`src/rtl/tsbs_pkg.sv`:
```
// Shared types and constants for the timestamp table binary search core.
// No dependencies; imported by all rtl modules.
package tsbs_pkg;

    localparam int CNT_W           = 11;
    localparam int SLOT_W          = 10;
    localparam int SEC_W           = 32;
    localparam int NS_W            = 30;
    localparam int WORD_W          = 32;
    localparam int DEF_TABLE_DEPTH = 1024;

    // operation codes
    localparam logic OP_LOAD   = 1'b0;
    localparam logic OP_SEARCH = 1'b1;

    typedef struct packed {
        logic              operation;
        logic [SLOT_W-1:0] slot;
        logic [SEC_W-1:0]  key_seconds;
        logic [NS_W-1:0]   key_nanos;
        logic [WORD_W-1:0] entry_position;
        logic [WORD_W-1:0] entry_length;
    } t_in_item;

    typedef struct packed {
        logic              found;
        logic [SLOT_W-1:0] match_index;
        logic [WORD_W-1:0] match_position;
        logic [WORD_W-1:0] match_length;
    } t_out_item;

    typedef struct packed {
        logic [SEC_W-1:0]  sec;
        logic [NS_W-1:0]   ns;
        logic [WORD_W-1:0] pos;
        logic [WORD_W-1:0] len;
    } t_entry;

    typedef enum logic [1:0] {
        ST_IDLE,
        ST_READ,
        ST_CMP,
        ST_FINISH
    } t_state;

    // controller -> datapath
    typedef struct packed {
        logic load_wr;   // write input entry into table
        logic start;     // latch search key, open window
        logic rd;        // probe table at window midpoint
        logic step;      // narrow window from compare
        logic capture;   // latch search result
        logic hit;       // result is a match (with capture)
        logic out_load;  // move result into output register
    } t_dp_cmd;

    // datapath -> controller
    typedef struct packed {
        logic empty;     // clamped entry count is zero
        logic eq;        // probed entry equals key
        logic last;      // probe sat at window low end
        logic out_free;  // output register can take a result
    } t_dp_stat;

endpackage

```
`src/rtl/tsbs_ctrl.sv`:
```
// Controller state machine for the search sequence.
// Depends on tsbs_pkg; drives tsbs_dpath through command/status structs.
module tsbs_ctrl (
    input  logic                i_clk,
    input  logic                i_rst_n,
    input  logic                i_in_valid,
    input  logic                i_in_op,
    output logic                o_in_stall,
    input  tsbs_pkg::t_dp_stat  i_stat,
    output tsbs_pkg::t_dp_cmd   o_cmd
);
    import tsbs_pkg::*;

    t_state r_state;
    t_state n_state;

    always_ff @(posedge i_clk) begin
        if (!i_rst_n) begin
            r_state <= ST_IDLE;
        end else begin
            r_state <= n_state;
        end
    end

    always_comb begin
        n_state    = r_state;
        o_cmd      = '0;
        o_in_stall = 1'b1;
        unique case (r_state)
            ST_IDLE: begin
                o_in_stall = 1'b0;
                if (i_in_valid) begin
                    if (i_in_op == OP_LOAD) begin
                        o_cmd.load_wr = 1'b1;
                    end else begin
                        o_cmd.start = 1'b1;
                        if (i_stat.empty) begin
                            o_cmd.capture = 1'b1;
                            n_state       = ST_FINISH;
                        end else begin
                            n_state = ST_READ;
                        end
                    end
                end
            end
            ST_READ: begin
                o_cmd.rd = 1'b1;
                n_state  = ST_CMP;
            end
            ST_CMP: begin
                if (i_stat.eq) begin
                    o_cmd.capture = 1'b1;
                    o_cmd.hit     = 1'b1;
                    n_state       = ST_FINISH;
                end else if (i_stat.last) begin
                    o_cmd.capture = 1'b1;
                    n_state       = ST_FINISH;
                end else begin
                    o_cmd.step = 1'b1;
                    n_state    = ST_READ;
                end
            end
            ST_FINISH: begin
                if (i_stat.out_free) begin
                    o_cmd.out_load = 1'b1;
                    n_state        = ST_IDLE;
                end
            end
            default: begin
                n_state = ST_IDLE;
            end
        endcase
    end

endmodule

```
`config.mk`:
```
export PLATFORM = sky130hd
export DESIGN_NAME = tsbs_ctrl
export DESIGN_NICKNAME = d
export VERILOG_FILES = /design/src/rtl/tsbs_pkg.sv /design/src/rtl/tsbs_ctrl.sv
export SDC_FILE = /design/constraint.sdc
export NUM_CORES = 1
export LEC_CHECK = 0
export ABC_CLOCK_PERIOD_IN_PS = 2000
export BUFFER_PORTS_ARGS = -buffer_cell sky130_fd_sc_hd__buf_2
export CAP_MARGIN = 5
export CORE_AREA = 8 8 45 47
export DETAILED_ROUTE_END_ITERATION = 12
export DIE_AREA = 0 0 53 55
export GPL_TIMING_DRIVEN = 1
export SKIP_LAST_GASP = 1
export SYNTH_ARGS = -nofsm -noshare
export SYNTH_HDL_FRONTEND = slang
export SYNTH_SLANG_ARGS = --single-unit
```
`constraint.sdc`:
```
create_clock -name i_clk -period 2 [get_ports i_clk]
set_input_delay 0.4 -clock i_clk [delete_from_list [all_inputs] [get_ports i_clk]]
set_output_delay 0.4 -clock i_clk [all_outputs]
set_load 0.01 [all_outputs]
```
# [Word-level counts from Yosys, hierarchy flattened]
# Index checks and enable logic that the tools add are counted.
[word_totals] input_bits=8 ff_bits=2 wordCells=35
[classes] n_reduce_logical=2 eq_ne=6 mux=26
[op_table] cell="2-to-1 mux 1 bit" count=16
[op_table] cell="2-to-1 mux 2 bit" count=8
[op_table] cell="case mux 2 bit (4 select lines)" count=1
[op_table] cell="inequality test 2 bit, second input constant" count=3
[op_table] cell="== test 2 bit, second input constant" count=2
[op_table] cell="AND reduction 3 bit" count=1
[op_table] cell="== test 2 x 1 -> 1 bit, second input constant" count=1
[op_table] cell="zero test 2 bit" count=1
[op_table] cell="case mux 1 bit (2 select lines)" count=1

# [Depth between registers and ports, before layout]
[depth] word_depth=4 depth_mapped=2 depth_no_buf=2

# [Worst setup path after synthesis]
# No wires, ideal clock.
[synth_timing] path_kind="input to output" from="input port i_stat[2] in the netlist's numbering" to="output port o_cmd[3] in the netlist's numbering" t_required_ns=1.600 slack_ns=0.729 cell_stages=1 arrival_time_ns=0.871 cell_sequence="nor4b_1"
[synth_via] elab_chain_cells=2
[synth_lines] item="start: declaration" line_no="tsbs_ctrl.sv:9" rtl="input tsbs_pkg::t_dp_stat i_stat,"
[synth_lines] item="2-to-1 mux 1 bit" line_no="tsbs_ctrl.sv:51" rtl="if (i_stat.eq) begin"
[synth_lines] item="2-to-1 mux 1 bit" line_no="tsbs_ctrl.sv:29" rtl="unique case (r_state)"
[synth_lines] item="end: declaration" line_no="tsbs_ctrl.sv:10" rtl="output tsbs_pkg::t_dp_cmd o_cmd"
# Every way passes these cells.

==> results by group <==
Outcome
  – Outcome: finished clean

Worst setup path
  – RR Startpoint: r_state[1]$_SDFFE_PN0P_
  – Worst Path Max Fanout: 8
  – Crit Path Class: register to output pin
  – Startpoint type of the worst setup path: register
  – Critical Path RT: 1.60 ns
  – Critical Path Start: r_state[1]$_SDFFE_PN0P_
  – FF-to-FF path depth: 2
  – Nature of the critical path endpoint: output pin
  – R2r setup slk: 1.10 ns
  – Setup crit end: o_cmd[6]
  – R2r endpoint: r_state[1]$_SDFFE_PN0P_
  – Worst path arrival time: 1.16 ns

Die
  – # IOs: 16
  – Chip Width: roughly 53 um
  – Die area: ~0.0029 mm2
  – Initial Util: 0.123
  – Core area: 0.00138 mm2
  – Die Ht: 55 um
  – Std-Cell Rows: 14

Synthesis
  – Syn Area/Cell: around 9 um2
  – Synth Register Bits: 2
  – Syn Nets: 27
  – Yosys top cell area share: 0.235
  – Mapped Cells: 19
  – Sequential area share after synthesis: 0.235
  – Post-Syn Area: 170 um2
  – Post-synth top area cell: dfxtp_1
  – Synth top area cells: dfxtp_1 (24%), nand4b_4 (14%), a311oi_2 (8.8%)
  – Synth warnings: 0
  – Synth unique cells: 14

Flow run
  – Max Cap Violations: 0

GRT
  – Initial antenna violation count: 0
  – First-pass GRT wire length: 959 um
  – Vias in the first global route: 231
  – Largest net degree at the start of global routing: 9
  – Global route total overflow: 0
  – GRT Resource Usage Total: 0.0497

Cells and area
  – P&R area growth vs syn: 69.1%
  – Proportion of layout cells with a drive suffix above 1: 0.595
  – Largest regs: r_state x2
  – Final cell count without fillers: 53
  – Most flops, register: r_state
  – FILL cells: about 160
  – Max FFs per register: 2
  – Antenna cells: 0
  – Nets: 47

Place
  – Final GP Congestion: 0.685
  – Placed Cells: 50
  – Post-DP HPWL: around 470 um
  – Port bufs: 15

STA
  – Setup TNS: 0 ns
  – Clock Skew: 0.00558 ns
  – Hold Fails Final Rpt: 0
  – Worst relative slew slack: 0.857
  – Fmax: between 0.6 and 0.7 GHz
  – Max Slew Vio Count: 0
  – Hold_ws: ~0.44 ns
  – RSZ-0062 raised after global routing: false
  – Crit path time final: between 1.5 and 2 ns
  – Endpoints failing setup: 0
  – Final Cycle Share: 0.781
  – Actual slew at the worst max-slew pin: 0.212 ns

Detailed routing
  – DR vias: 202
  – DR vias/cell: 3.81
  – # DRC: 0
  – Antenna Nets Post-Route: 0
  – Initial DRC count: 2
  – DRT Pass-1 Iters: 2
  – Drt total wl: 562 um
  – WL/cell: 10.6 um

Clock network
  – Setup Buffers After CTS: 0
  – CTS Buf Count: 3
  – Clock Root Buffer: clkbuf_4
  – Hold buffers post-CTS: 0
  – Reg clk slew, reported paths: 0.03 ns
  – CTS Sinks: 2
  – CTS tree: yes
  – CTS max path bufs: 2
  – Skew-Pair Late Insertion Delay: 0.23 ns
  – Post-CTS Resized: 0
  – H-tree levels: 1

Power
  – Peak supply drop: ~0.00016 V
  – Power per standard cell area: approximately 680 mW/mm2
  – Pleak: 0.162 nW

Worst hold path
  – Hold crit path type: input port to register
## worst max-delay path, stage by stage, from the launching register on
cell     delay [ns]
dfxtp_1        0.35
or2_1          0.29
nor3b_2        0.15
buf_2          0.15
## final cells by class
type,instances,area (um2),share of cell area
sequential,2,40.0,0.139
tap,16,20.0,0.0696
timing repair buffer,15,75.1,0.261
inverter,2,7.51,0.0261
multi-input combinational,15,123,0.426
clock buffer,3,22.5,0.0783
## cells in the final DEF, fill, tap and decap left out, drive strengths merged
cell type  count
nor4b          1
nor2           2
a21bo          1
buf           15
nand2          1
inv            2
nand3b         1
a21oi          2
nand4b         1
nor3b          1
clkbuf         3
dfxtp          2
and3           2
a311oi         1
or2            1
o21ai          1
## cells in the mapped netlist (all sizes together)
master  number
nor3b        1
and3         2
nand3b       1
nand2        1
nor2         2
or2          1
a21oi        2
nand4b       1
dfxtp        2
a311oi       1
nor4b        1
a21bo        1
o21ai        1
inv          2
## how the worst min path moves through the flow
stage | endpoint | cells past startpoint | slack (ns) | from
floorplan | r_state[1]$_SDFFE_PN0P_ | 2 | 0.54 | r_state[0]$_SDFFE_PN0P_
global placement | r_state[1]$_SDFFE_PN0P_ | 2 | 0.59 | r_state[0]$_SDFFE_PN0P_
detailed placement | r_state[1]$_SDFFE_PN0P_ | 2 | 0.60 | r_state[0]$_SDFFE_PN0P_
CTS | r_state[0]$_SDFFE_PN0P_ | 3 | 0.44 | i_rst_n
global route | r_state[1]$_SDFFE_PN0P_ | 3 | 0.45 | i_rst_n
finish | r_state[0]$_SDFFE_PN0P_ | 3 | 0.44 | i_rst_n
## cell families after synthesis
| family | share of synthesized area |
|---|---|
| AND/OR/NAND/NOR | 0.485 |
| AO/OA/AOI/OAI | 0.235 |
| buffers and inverters | 0.0441 |
| flip-flops | 0.235 |
## metrics by stage
stage / power [mW] / util / worst slack [ns] / cell area, um2
after floorplan: 0.0789 / - / 0.729 / 170
after CTS: 0.203 / 0.208 / 0.421 / 288
after global placement: 0.104 / 0.192 / 0.661 / 265
final: 0.195 / 0.208 / 0.439 / 288
after detailed placement: 0.105 / 0.192 / 0.665 / 265
after global routing: 0.216 / 0.208 / 0.330 / 288
## power breakdown
part / switching [mW] / internal (mW) / leakage [nW]
clock: 0.0252 / 0.0664 / 0.0138
sequential: 0.00579 / 0.0440 / 0.0165
combinational: 0.0264 / 0.0272 / 0.131
total: 0.0574 / 0.138 / 0.162
## metal layers
metal / global-route usage / share of wire
met5: 0 / 0
met3: 0.0401 / 0.082
met2: 0.0566 / 0.39
met1: 0.0530 / 0.53
met4: 0.0517 / 0
No activity file was read; power rests on OpenSTA's default activity.
